## src/hdl/lpg_pkg.sv

```systemverilog
// ----------------------------------------------------------------------------
// lpg_pkg
// Shared constants, operation codes and color type for the line pixel
// generator.
// ----------------------------------------------------------------------------
package lpg_pkg;

   localparam int COORD_BITS_DEFAULT = 16;
   localparam int FIELD_BITS         = 16;
   localparam int COLOR_BITS         = 8;
   localparam int QUEUE_DEPTH        = 2;

   typedef enum logic {
      OP_START   = 1'b0,
      OP_ADVANCE = 1'b1
   } op_type;

   typedef struct packed {
      logic [COLOR_BITS-1:0] alpha;
      logic [COLOR_BITS-1:0] blue;
      logic [COLOR_BITS-1:0] green;
      logic [COLOR_BITS-1:0] red;
   } color_type;

endpackage

```

## src/hdl/lpg_req_if.sv

```systemverilog
// ----------------------------------------------------------------------------
// lpg_req_if
// Request channel: start a line or advance to its next pixel.
// ----------------------------------------------------------------------------
interface lpg_req_if;
   import lpg_pkg::*;

   logic                         valid;
   logic                         ready;
   op_type                       operation;
   logic signed [FIELD_BITS-1:0] start_x;
   logic signed [FIELD_BITS-1:0] start_y;
   logic signed [FIELD_BITS-1:0] end_x;
   logic signed [FIELD_BITS-1:0] end_y;
   logic [COLOR_BITS-1:0]        red;
   logic [COLOR_BITS-1:0]        green;
   logic [COLOR_BITS-1:0]        blue;
   logic [COLOR_BITS-1:0]        alpha;

   modport source (
      output valid, operation, start_x, start_y, end_x, end_y,
             red, green, blue, alpha,
      input  ready
   );

   modport sink (
      input  valid, operation, start_x, start_y, end_x, end_y,
             red, green, blue, alpha,
      output ready
   );

endinterface

```

## src/hdl/lpg_rsp_if.sv

```systemverilog
// ----------------------------------------------------------------------------
// lpg_rsp_if
// Response channel: one rasterized pixel with its color.
// ----------------------------------------------------------------------------
interface lpg_rsp_if;
   import lpg_pkg::*;

   logic                         valid;
   logic                         ready;
   logic signed [FIELD_BITS-1:0] pixel_x;
   logic signed [FIELD_BITS-1:0] pixel_y;
   logic [COLOR_BITS-1:0]        out_red;
   logic [COLOR_BITS-1:0]        out_green;
   logic [COLOR_BITS-1:0]        out_blue;
   logic [COLOR_BITS-1:0]        out_alpha;
   logic                         last_pixel;

   modport source (
      output valid, pixel_x, pixel_y, out_red, out_green, out_blue, out_alpha,
             last_pixel,
      input  ready
   );

   modport sink (
      input  valid, pixel_x, pixel_y, out_red, out_green, out_blue, out_alpha,
             last_pixel,
      output ready
   );

endinterface

```

## src/hdl/line_pixel_generator.sv

```systemverilog
// ----------------------------------------------------------------------------
// line_pixel_generator
// Integer line rasterizer: a start request latches two endpoints and a color,
// each advance request then yields the next pixel of the line.
//
// Channels: req_ch takes requests (operation start or advance, endpoints,
// color), rsp_ch gives pixels with their color and a last-pixel flag. Both
// use valid/ready; a request moves when valid and ready are high together.
// A start request gives no response; an advance while no line is active
// gives none either. A start replaces any line still in progress.
// An advance passes the setup register and the two-entry command queue, and
// its pixel is then loaded into the output register that drives rsp_ch.
// Throughput: one request per cycle, so one pixel per cycle while advances
// stream in and the receiver holds ready high; the error update in the
// stepping unit keeps that rate. The queue lets the request side keep moving
// while a finished pixel waits in the output register.
// Reset clears the queue, the output register and the active line. When the
// receiver holds ready low, the pixel stays on rsp_ch, the queue fills and
// req_ch ready drops once the setup register is also occupied.
// ----------------------------------------------------------------------------
module line_pixel_generator #(
   parameter int COORD_BITS = lpg_pkg::COORD_BITS_DEFAULT
) (
   input  logic      clock,
   input  logic      reset,
   lpg_req_if.sink   req_ch,
   lpg_rsp_if.source rsp_ch
);
   import lpg_pkg::*;

   localparam int CW = COORD_BITS;

   typedef struct packed {
      op_type               op;
      logic                 steep;
      logic                 minor_down;
      logic signed [CW-1:0] major_pos;
      logic signed [CW-1:0] major_end;
      logic signed [CW-1:0] minor_pos;
      logic [CW:0]          major_delta;
      logic [CW:0]          minor_delta;
      logic [CW:0]          delta_diff;
      color_type            color;
   } cmd_type;

   cmd_type push_data, pop_data;
   logic    q_push, q_full, q_pop, q_empty;

   lpg_front #(
      .COORD_BITS (COORD_BITS),
      .cmd_type   (cmd_type)
   ) u_front (
      .clock  (clock),
      .reset  (reset),
      .req_ch (req_ch),
      .q_full (q_full),
      .q_push (q_push),
      .q_data (push_data)
   );

   lpg_queue #(
      .DEPTH      (QUEUE_DEPTH),
      .entry_type (cmd_type)
   ) u_queue (
      .clock     (clock),
      .reset     (reset),
      .push      (q_push),
      .push_data (push_data),
      .full      (q_full),
      .pop       (q_pop),
      .pop_data  (pop_data),
      .empty     (q_empty)
   );

   lpg_back #(
      .COORD_BITS (COORD_BITS),
      .cmd_type   (cmd_type)
   ) u_back (
      .clock   (clock),
      .reset   (reset),
      .q_empty (q_empty),
      .q_data  (pop_data),
      .q_pop   (q_pop),
      .rsp_ch  (rsp_ch)
   );

endmodule

```

## src/hdl/lpg_front.sv

```systemverilog
// ----------------------------------------------------------------------------
// lpg_front
// Takes requests, measures both axes in a first register stage and turns a
// start request into an ordered major/minor line setup for the queue.
// ----------------------------------------------------------------------------
module lpg_front #(
   parameter int  COORD_BITS = lpg_pkg::COORD_BITS_DEFAULT,
   parameter type cmd_type   = logic
) (
   input  logic    clock,
   input  logic    reset,
   lpg_req_if.sink req_ch,
   input  logic    q_full,
   output logic    q_push,
   output cmd_type q_data
);
   import lpg_pkg::*;

   localparam int CW = COORD_BITS;

   function automatic logic signed [CW-1:0] coord_in(input logic [FIELD_BITS-1:0] raw);
      logic [CW+FIELD_BITS-1:0] wide;
      wide = {{CW{1'b0}}, raw};
      return wide[CW-1:0];
   endfunction

   // stage a registers
   logic                 a_valid_ff, a_valid_in;
   op_type               a_op_ff;
   logic signed [CW-1:0] ax_ff, ay_ff, bx_ff, by_ff;
   logic [CW:0]          adx_ff, ady_ff;
   logic                 ax_lt_bx_ff, bx_lt_ax_ff, ay_lt_by_ff, by_lt_ay_ff;
   color_type            color_ff;

   logic signed [CW-1:0] ax_in, ay_in, bx_in, by_in;
   logic signed [CW:0]   dxab, dxba, dyab, dyba;
   logic [CW:0]          adx_in, ady_in;
   logic                 req_take;

   assign req_ch.ready = !a_valid_ff || !q_full;
   assign req_take     = req_ch.valid && req_ch.ready;
   assign q_push       = a_valid_ff && !q_full;

   always_comb begin
      ax_in  = coord_in(req_ch.start_x);
      ay_in  = coord_in(req_ch.start_y);
      bx_in  = coord_in(req_ch.end_x);
      by_in  = coord_in(req_ch.end_y);
      dxab   = {ax_in[CW-1], ax_in} - {bx_in[CW-1], bx_in};
      dxba   = {bx_in[CW-1], bx_in} - {ax_in[CW-1], ax_in};
      dyab   = {ay_in[CW-1], ay_in} - {by_in[CW-1], by_in};
      dyba   = {by_in[CW-1], by_in} - {ay_in[CW-1], ay_in};
      adx_in = dxab[CW] ? dxba : dxab;
      ady_in = dyab[CW] ? dyba : dyab;
   end

   always_comb begin
      a_valid_in = (a_valid_ff && !q_push) || req_take;
   end

   always_ff @(posedge clock) begin
      if (reset) begin
         a_valid_ff <= 1'b0;
      end else begin
         a_valid_ff <= a_valid_in;
      end
   end

   always_ff @(posedge clock) begin
      if (req_take) begin
         a_op_ff     <= req_ch.operation;
         ax_ff       <= ax_in;
         ay_ff       <= ay_in;
         bx_ff       <= bx_in;
         by_ff       <= by_in;
         adx_ff      <= adx_in;
         ady_ff      <= ady_in;
         ax_lt_bx_ff <= dxab[CW];
         bx_lt_ax_ff <= dxba[CW];
         ay_lt_by_ff <= dyab[CW];
         by_lt_ay_ff <= dyba[CW];
         color_ff    <= '{alpha: req_ch.alpha, blue: req_ch.blue,
                          green: req_ch.green, red: req_ch.red};
      end
   end

   // stage b: pick major axis and order endpoints along it
   logic [CW+1:0] s_xy, s_yx;
   logic          steep, swap;

   always_comb begin
      s_xy  = {1'b0, adx_ff} - {1'b0, ady_ff};
      s_yx  = {1'b0, ady_ff} - {1'b0, adx_ff};
      steep = s_xy[CW+1];
      swap  = steep ? by_lt_ay_ff : bx_lt_ax_ff;

      q_data            = '0;
      q_data.op         = a_op_ff;
      q_data.steep      = steep;
      q_data.color      = color_ff;
      q_data.delta_diff = steep ? s_yx[CW:0] : s_xy[CW:0];
      if (steep) begin
         q_data.major_pos   = swap ? by_ff : ay_ff;
         q_data.major_end   = swap ? ay_ff : by_ff;
         q_data.minor_pos   = swap ? bx_ff : ax_ff;
         q_data.major_delta = ady_ff;
         q_data.minor_delta = adx_ff;
         q_data.minor_down  = swap ? !bx_lt_ax_ff : !ax_lt_bx_ff;
      end else begin
         q_data.major_pos   = swap ? bx_ff : ax_ff;
         q_data.major_end   = swap ? ax_ff : bx_ff;
         q_data.minor_pos   = swap ? by_ff : ay_ff;
         q_data.major_delta = adx_ff;
         q_data.minor_delta = ady_ff;
         q_data.minor_down  = swap ? !by_lt_ay_ff : !ay_lt_by_ff;
      end
   end

endmodule

```

## src/hdl/lpg_queue.sv

```systemverilog
// ----------------------------------------------------------------------------
// lpg_queue
// Small first-in first-out command queue between the front and back parts.
// ----------------------------------------------------------------------------
module lpg_queue #(
   parameter int  DEPTH      = lpg_pkg::QUEUE_DEPTH,
   parameter type entry_type = logic
) (
   input  logic      clock,
   input  logic      reset,
   input  logic      push,
   input  entry_type push_data,
   output logic      full,
   input  logic      pop,
   output entry_type pop_data,
   output logic      empty
);
   import lpg_pkg::*;

   localparam int PTR_BITS = (DEPTH > 1) ? $clog2(DEPTH) : 1;
   localparam int CNT_BITS = $clog2(DEPTH + 1);

   entry_type           slot_ff [DEPTH];
   logic [PTR_BITS-1:0] wr_ptr_ff, wr_ptr_in;
   logic [PTR_BITS-1:0] rd_ptr_ff, rd_ptr_in;
   logic [CNT_BITS-1:0] count_ff, count_in;

   assign full     = (count_ff == CNT_BITS'(DEPTH));
   assign empty    = (count_ff == '0);
   assign pop_data = slot_ff[rd_ptr_ff];

   always_comb begin
      wr_ptr_in = wr_ptr_ff;
      rd_ptr_in = rd_ptr_ff;
      count_in  = count_ff;
      if (push) begin
         wr_ptr_in = (wr_ptr_ff == PTR_BITS'(DEPTH - 1)) ? '0 : wr_ptr_ff + 1'b1;
      end
      if (pop) begin
         rd_ptr_in = (rd_ptr_ff == PTR_BITS'(DEPTH - 1)) ? '0 : rd_ptr_ff + 1'b1;
      end
      case ({push, pop})
         2'b10:   count_in = count_ff + 1'b1;
         2'b01:   count_in = count_ff - 1'b1;
         default: count_in = count_ff;
      endcase
   end

   always_ff @(posedge clock) begin
      if (reset) begin
         wr_ptr_ff <= '0;
         rd_ptr_ff <= '0;
         count_ff  <= '0;
      end else begin
         wr_ptr_ff <= wr_ptr_in;
         rd_ptr_ff <= rd_ptr_in;
         count_ff  <= count_in;
      end
   end

   always_ff @(posedge clock) begin
      if (push) begin
         slot_ff[wr_ptr_ff] <= push_data;
      end
   end

endmodule

```

## src/hdl/lpg_back.sv

```systemverilog
// ----------------------------------------------------------------------------
// lpg_back
// Holds the active line, steps it one pixel per advance command and keeps
// the response output register.
// ----------------------------------------------------------------------------
module lpg_back #(
   parameter int  COORD_BITS = lpg_pkg::COORD_BITS_DEFAULT,
   parameter type cmd_type   = logic
) (
   input  logic      clock,
   input  logic      reset,
   input  logic      q_empty,
   input  cmd_type   q_data,
   output logic      q_pop,
   lpg_rsp_if.source rsp_ch
);
   import lpg_pkg::*;

   localparam int CW = COORD_BITS;

   function automatic logic signed [FIELD_BITS-1:0] coord_out(input logic signed [CW-1:0] p);
      logic [CW+FIELD_BITS-1:0] wide;
      wide = {{FIELD_BITS{p[CW-1]}}, p};
      return wide[FIELD_BITS-1:0];
   endfunction

   // line state
   logic                   active_ff, active_in;
   logic                   steep_ff, steep_in;
   logic                   down_ff, down_in;
   logic signed [CW-1:0]   major_pos_ff, major_pos_in;
   logic signed [CW-1:0]   major_end_ff, major_end_in;
   logic signed [CW-1:0]   minor_pos_ff, minor_pos_in;
   logic signed [CW+1:0]   error_ff, error_in;
   logic [CW:0]            minor_delta_ff, minor_delta_in;
   logic [CW:0]            delta_diff_ff, delta_diff_in;
   color_type              color_ff, color_in;

   // output register
   logic                         rsp_valid_ff, rsp_valid_in;
   logic signed [FIELD_BITS-1:0] pixel_x_ff, pixel_x_in;
   logic signed [FIELD_BITS-1:0] pixel_y_ff, pixel_y_in;
   color_type                    out_color_ff, out_color_in;
   logic                         last_ff, last_in;

   logic                 is_last;
   logic signed [CW+1:0] err_sub, err_add;

   assign q_pop = !q_empty && (!rsp_valid_ff || rsp_ch.ready);

   assign is_last = (major_pos_ff == major_end_ff);
   // error minus minor delta, and the same with the major delta added back
   assign err_sub = error_ff - $signed({1'b0, minor_delta_ff});
   assign err_add = error_ff + $signed({1'b0, delta_diff_ff});

   always_comb begin
      active_in      = active_ff;
      steep_in       = steep_ff;
      down_in        = down_ff;
      major_pos_in   = major_pos_ff;
      major_end_in   = major_end_ff;
      minor_pos_in   = minor_pos_ff;
      error_in       = error_ff;
      minor_delta_in = minor_delta_ff;
      delta_diff_in  = delta_diff_ff;
      color_in       = color_ff;
      rsp_valid_in   = rsp_valid_ff && !rsp_ch.ready;
      pixel_x_in     = pixel_x_ff;
      pixel_y_in     = pixel_y_ff;
      out_color_in   = out_color_ff;
      last_in        = last_ff;

      if (q_pop) begin
         unique case (q_data.op)
            OP_START: begin
               active_in      = 1'b1;
               steep_in       = q_data.steep;
               down_in        = q_data.minor_down;
               major_pos_in   = q_data.major_pos;
               major_end_in   = q_data.major_end;
               minor_pos_in   = q_data.minor_pos;
               error_in       = $signed({2'b00, q_data.major_delta[CW:1]});
               minor_delta_in = q_data.minor_delta;
               delta_diff_in  = q_data.delta_diff;
               color_in       = q_data.color;
            end
            OP_ADVANCE: begin
               // advance with no active line is dropped
               if (active_ff) begin
                  rsp_valid_in = 1'b1;
                  pixel_x_in   = coord_out(steep_ff ? minor_pos_ff : major_pos_ff);
                  pixel_y_in   = coord_out(steep_ff ? major_pos_ff : minor_pos_ff);
                  out_color_in = color_ff;
                  last_in      = is_last;
                  if (err_sub[CW+1]) begin
                     error_in     = err_add;
                     minor_pos_in = down_ff ? minor_pos_ff - 1'b1 : minor_pos_ff + 1'b1;
                  end else begin
                     error_in = err_sub;
                  end
                  if (is_last) begin
                     active_in = 1'b0;
                  end else begin
                     major_pos_in = major_pos_ff + 1'b1;
                  end
               end
            end
            default: begin
            end
         endcase
      end
   end

   always_ff @(posedge clock) begin
      if (reset) begin
         active_ff    <= 1'b0;
         rsp_valid_ff <= 1'b0;
      end else begin
         active_ff    <= active_in;
         rsp_valid_ff <= rsp_valid_in;
      end
   end

   always_ff @(posedge clock) begin
      steep_ff       <= steep_in;
      down_ff        <= down_in;
      major_pos_ff   <= major_pos_in;
      major_end_ff   <= major_end_in;
      minor_pos_ff   <= minor_pos_in;
      error_ff       <= error_in;
      minor_delta_ff <= minor_delta_in;
      delta_diff_ff  <= delta_diff_in;
      color_ff       <= color_in;
      pixel_x_ff     <= pixel_x_in;
      pixel_y_ff     <= pixel_y_in;
      out_color_ff   <= out_color_in;
      last_ff        <= last_in;
   end

   assign rsp_ch.valid      = rsp_valid_ff;
   assign rsp_ch.pixel_x    = pixel_x_ff;
   assign rsp_ch.pixel_y    = pixel_y_ff;
   assign rsp_ch.out_red    = out_color_ff.red;
   assign rsp_ch.out_green  = out_color_ff.green;
   assign rsp_ch.out_blue   = out_color_ff.blue;
   assign rsp_ch.out_alpha  = out_color_ff.alpha;
   assign rsp_ch.last_pixel = last_ff;

endmodule

```

## src/flat_wrapper.sv

```systemverilog
// flat-port wrapper written by rule: the top's interface ports become plain ports
module line_pixel_generator_flat import lpg_pkg::*;
#(
   parameter int COORD_BITS = lpg_pkg::COORD_BITS_DEFAULT
)
  (clock, reset, req_ch_valid, req_ch_operation, req_ch_start_x, req_ch_start_y, req_ch_end_x, req_ch_end_y, req_ch_red, req_ch_green, req_ch_blue, req_ch_alpha, req_ch_ready, rsp_ch_valid, rsp_ch_pixel_x, rsp_ch_pixel_y, rsp_ch_out_red, rsp_ch_out_green, rsp_ch_out_blue, rsp_ch_out_alpha, rsp_ch_last_pixel, rsp_ch_ready);
  lpg_req_if req_ch_i ();
  lpg_rsp_if rsp_ch_i ();
  input  logic clock;
  input  logic reset;
  input wire logic [$bits(req_ch_i.valid)-1:0] req_ch_valid;
  input wire logic [$bits(req_ch_i.operation)-1:0] req_ch_operation;
  input wire logic [$bits(req_ch_i.start_x)-1:0] req_ch_start_x;
  input wire logic [$bits(req_ch_i.start_y)-1:0] req_ch_start_y;
  input wire logic [$bits(req_ch_i.end_x)-1:0] req_ch_end_x;
  input wire logic [$bits(req_ch_i.end_y)-1:0] req_ch_end_y;
  input wire logic [$bits(req_ch_i.red)-1:0] req_ch_red;
  input wire logic [$bits(req_ch_i.green)-1:0] req_ch_green;
  input wire logic [$bits(req_ch_i.blue)-1:0] req_ch_blue;
  input wire logic [$bits(req_ch_i.alpha)-1:0] req_ch_alpha;
  output wire logic [$bits(req_ch_i.ready)-1:0] req_ch_ready;
  output wire logic [$bits(rsp_ch_i.valid)-1:0] rsp_ch_valid;
  output wire logic [$bits(rsp_ch_i.pixel_x)-1:0] rsp_ch_pixel_x;
  output wire logic [$bits(rsp_ch_i.pixel_y)-1:0] rsp_ch_pixel_y;
  output wire logic [$bits(rsp_ch_i.out_red)-1:0] rsp_ch_out_red;
  output wire logic [$bits(rsp_ch_i.out_green)-1:0] rsp_ch_out_green;
  output wire logic [$bits(rsp_ch_i.out_blue)-1:0] rsp_ch_out_blue;
  output wire logic [$bits(rsp_ch_i.out_alpha)-1:0] rsp_ch_out_alpha;
  output wire logic [$bits(rsp_ch_i.last_pixel)-1:0] rsp_ch_last_pixel;
  input wire logic [$bits(rsp_ch_i.ready)-1:0] rsp_ch_ready;
  assign req_ch_i.valid = req_ch_valid;
  assign req_ch_i.operation = req_ch_operation;
  assign req_ch_i.start_x = req_ch_start_x;
  assign req_ch_i.start_y = req_ch_start_y;
  assign req_ch_i.end_x = req_ch_end_x;
  assign req_ch_i.end_y = req_ch_end_y;
  assign req_ch_i.red = req_ch_red;
  assign req_ch_i.green = req_ch_green;
  assign req_ch_i.blue = req_ch_blue;
  assign req_ch_i.alpha = req_ch_alpha;
  assign req_ch_ready = req_ch_i.ready;
  assign rsp_ch_valid = rsp_ch_i.valid;
  assign rsp_ch_pixel_x = rsp_ch_i.pixel_x;
  assign rsp_ch_pixel_y = rsp_ch_i.pixel_y;
  assign rsp_ch_out_red = rsp_ch_i.out_red;
  assign rsp_ch_out_green = rsp_ch_i.out_green;
  assign rsp_ch_out_blue = rsp_ch_i.out_blue;
  assign rsp_ch_out_alpha = rsp_ch_i.out_alpha;
  assign rsp_ch_last_pixel = rsp_ch_i.last_pixel;
  assign rsp_ch_i.ready = rsp_ch_ready;
  line_pixel_generator #(.COORD_BITS(COORD_BITS)) u_core (.clock(clock), .reset(reset), .req_ch(req_ch_i), .rsp_ch(rsp_ch_i));
endmodule
```

## config.mk

```make
export PLATFORM = sky130hd
export DESIGN_NAME = line_pixel_generator_flat
export DESIGN_NICKNAME = d
export VERILOG_FILES = /design/src/hdl/lpg_pkg.sv /design/src/hdl/lpg_req_if.sv /design/src/hdl/lpg_rsp_if.sv /design/src/hdl/line_pixel_generator.sv /design/src/hdl/lpg_front.sv /design/src/hdl/lpg_queue.sv /design/src/hdl/lpg_back.sv /design/src/flat_wrapper.sv
export SDC_FILE = /design/constraint.sdc
export NUM_CORES = 1
export LEC_CHECK = 0
export BUFFER_PORTS_ARGS = -buffer_cell sky130_fd_sc_hd__buf_2
export CAP_MARGIN = 20
export CORE_UTILIZATION = 45
export DETAILED_ROUTE_END_ITERATION = 6
export GPL_TIMING_DRIVEN = 0
export PLACE_DENSITY_LB_ADDON = 0.15
export SYNTH_ARGS = -nofsm -noshare
export SYNTH_HDL_FRONTEND = slang
export SYNTH_SLANG_ARGS = --single-unit
```

## constraint.sdc

```tcl
create_clock -name clock -period 8.37 [get_ports clock]
set_clock_uncertainty 0.2 [all_clocks]
set_input_delay 1.2555 -clock clock [delete_from_list [all_inputs] [get_ports clock]]
set_output_delay 1.2555 -clock clock [all_outputs]
set_load 0.01 [all_outputs]
```

==> results.ini <==
[synth]
synth_edf_count = 600
synth_area_leaders = edfxtp_1 60%, ha_1 6.1%, mux2_2 4.6%, mux2i_1 3.7%, a21oi_1 2.7%
yosys.area.top_type = edfxtp_1
yosys-top-cells-count = 600 x edfxtp_1, 163 x a21oi_1, 156 x inv_1
syn_area_per_cell_sq_um = 13.1
synthCells = 2311
synth-seq-cells = 608
synth_nets = 2568
syn_area_sq_um = 30200
synth_flop_cell = edfxtp_1
synth.distinct_cells = 78
ys_warn_count = 0
async_flop_share_pct = 0
synth_top_area_share_pct = 59.7
yosysSeqAreaShare_pct = 60.3
yosys.cell_count.top_type = edfxtp_1

[setup_path]
worstSetupStartpoint = u_core.u_front.adx_ff[1]$_DFFE_PP_
worstPathArrival_ns = 4.47
cpPeakStageDelay_ns = 0.56
cp-end-kind = flop
crit_type = flop to flop
critical_path_required_ns = 8.44
worstPathCellList = inv_1, ha_1, nor2b_1, o21ai_1, a21oi_1, a211o_1, o211ai_1, a41o_1, o21ai_1, clkbuf_1, buf_1, a21oi_1
cp_slowest_cell = buf_1
reg2reg_from = u_core.u_front.adx_ff[1]$_DFFE_PP_
critPathLaunchType = flop
path_max_fanout = 10

[floorplanning]
ioPinCount = 168
num_rows = 94
die_h_um = 261
core_sq_um = 66100
die_w_um = 261
die_area_sq_um = 68100
start_util_pct = 45.6

[worst_hold_path]
hold_start = u_core.u_back.color_ff[28]$_DFFE_PP_
hold_path_class = flop to flop

[layout]
n_fill_cell = 5683
drive_gt1_share_pct = 16.7
synthToLayoutAreaGrowth_pct = 14.9
nets = 2820
finalNonFillerCells = 3477

[timing]
rsz0062_at_grt = no
postLayoutSetupSlackWorst_ns = 3.97
setup_viol = 0
post-route-min-period_ns = 4.40
hold_ws_ns = 0.217
max_freq_mhz = 227
tightest_slew_ns = 1.10
slew_violations = 0
slew_headroom_pct = 26.0
hold_viol = 0
setup_tns_ns = 0
min_period_over_period_pct = 52.6

[global_route]
grt.overflow.total = 0
grt_pass1_vias = 18800
grt.busiest_layer = met2
use_met1_pct = 31.1
grt_antenna_before_repair = 0
grtUsageTotal_pct = 22.4
use_met3_pct = 3.04
grt_pass1_wl_um = 114000
use_met2_pct = 36.5
grt_start_max_net_pins = 68

[placed_design]
place_congestion = 0.936
dp.cells = 3358
place_ws_ns = 3.51
port_buffers = 166
hpwl_um = 57200

[cts]
cts-root-buf = clkbuf_16
cts_made_buffers = 66
htreeDepth = 3
cts_buffer_depth = 3
cts_resized = 0
clk_pin_slew_worst_paths_ns = 0.06
tritoncts = yes
clkLatencyLatePin_ns = 0.61
cts.sink_count = 608
cts_hold_buf = 0
post-cts-setup-buffers = 0

[route]
antenna_left = 0
wl_per_cell_um = 21.9
drt_wl_total_um = 76100
dr.first_iter.drc_count = 1544
drt_pass1_iterations = 7
via_count = 19200
via_per_inst = 5.52
drc_errors = 29

[power]
power.total_mw = 11.1
peakVddDrop_v = 0.000136
power_density_nw_per_um2 = 320
p_leak_nw = 13.0

[status]
status = finished, violations left
violations = DRC

[run]
drv_cap = 0

## power breakdown
group / switching (mW) / internal (mW)
clock: 1.17 / 1.70
sequential: 0.263 / 4.17
combinational: 2.30 / 1.47
## cell families after synthesis
group	count (synthesis)	share of synthesized area [%]
AND/OR/NAND/NOR	411	6.87
flip-flops	608	60.3
XOR/XNOR	114	3.31
multiplexers	235	8.31
buffers and inverters	258	3.29
AO/OA/AOI/OAI	529	11.3
adder cells (fa/ha/maj)	156	6.69
## critical path: cells and delay by family (launching register included)
family	cells	cell delay [ns]
AOI/OAI and AO/OA	7	1.79
buffers and inverters	3	1.21
and+or+nand+nor	1	0.13
DFF	1	0.43
adders and majority gates	1	0.30
## placed cells by master (no fill, tap or decap), types with 8 or more instances in the layout
cell type,instances
a211oi_1,67
a21o_1,47
a21oi_1,163
a31oi_1,17
and3_1,11
buf_1,11
buf_16,8
buf_2,180
clkbuf_1,89
clkbuf_16,69
clkinv_1,12
clkinv_2,9
dfxtp_1,8
edfxtp_1,600
fa_1,9
ha_1,147
inv_1,155
mux2_2,122
mux2i_1,112
nand2_1,94
nand2b_1,20
nand3_1,36
nand4_1,16
nor2_1,86
nor2b_1,83
nor3_1,23
o211ai_1,13
o21a_1,11
o21ai_0,107
o21ai_1,8
o21bai_1,13
o311ai_0,8
o31ai_1,12
or3_1,11
xnor2_1,76
xor2_1,38
## sequential cells by signal (all words and copies together), names as in the netlist, 17 cells and up, named ones only
name / count
u_core.u_back.minor_delta_ff: 17
u_core.u_front.adx_ff: 17
u_core.u_queue.slot_ff: 266
u_core.u_back.color_ff: 32
u_core.u_back.delta_diff_ff: 17
u_core.u_front.q_data: 32
u_core.u_front.ady_ff: 17
u_core.u_back.error_ff: 18
## final timing paths
path	slack [ns]	cells after the start	endpoint
setup / recovery	3.97	12	u_core.u_queue.slot_ff[1][88]$_DFFE_PP_
hold / removal	0.22	0	u_core.u_back.rsp_ch.out_alpha[4]$_DFFE_PP_
setup reg to reg	3.97	12	u_core.u_queue.slot_ff[1][88]$_DFFE_PP_
hold reg to reg	0.22	0	u_core.u_back.rsp_ch.out_alpha[4]$_DFFE_PP_
## through the flow
stage / util (%) / cell area (sq um)
6_report: 52.4 / 34700
5_1_grt: 52.4 / 34600
4_1_cts: 52.4 / 34600
3_5_place_dp: 49.2 / 32500
3_3_place_gp: 48.5 / 32100
2_1_floorplan: - / 30200
## cell type report
| cell class | count | area [sq um] | area share [%] |
|---|---|---|---|
| buffer | 101 | 399 | 1.15 |
| multi-input combinational | 1445 | 11000 | 31.8 |
| clock buffer | 83 | 1790 | 5.16 |
| timing repair buffer | 184 | 1210 | 3.50 |
| clock inverter | 34 | 358 | 1.03 |
| inverter | 157 | 594 | 1.72 |
| sequential | 608 | 18200 | 52.5 |
| antenna | 1 | 2.50 | 0.00722 |
| tap | 864 | 1080 | 3.12 |
## per-layer routing
| layer | vias to the layer above | routed length [um] |
|---|---|---|
| li1 | 9136 | - |
| met1 | 9445 | 34500 |
| met2 | 524 | 36000 |
| met3 | 103 | 3750 |
| met4 | 0 | 1790 |
| met5 | - | 0 |
No activity file was read; power rests on OpenSTA's default activity.
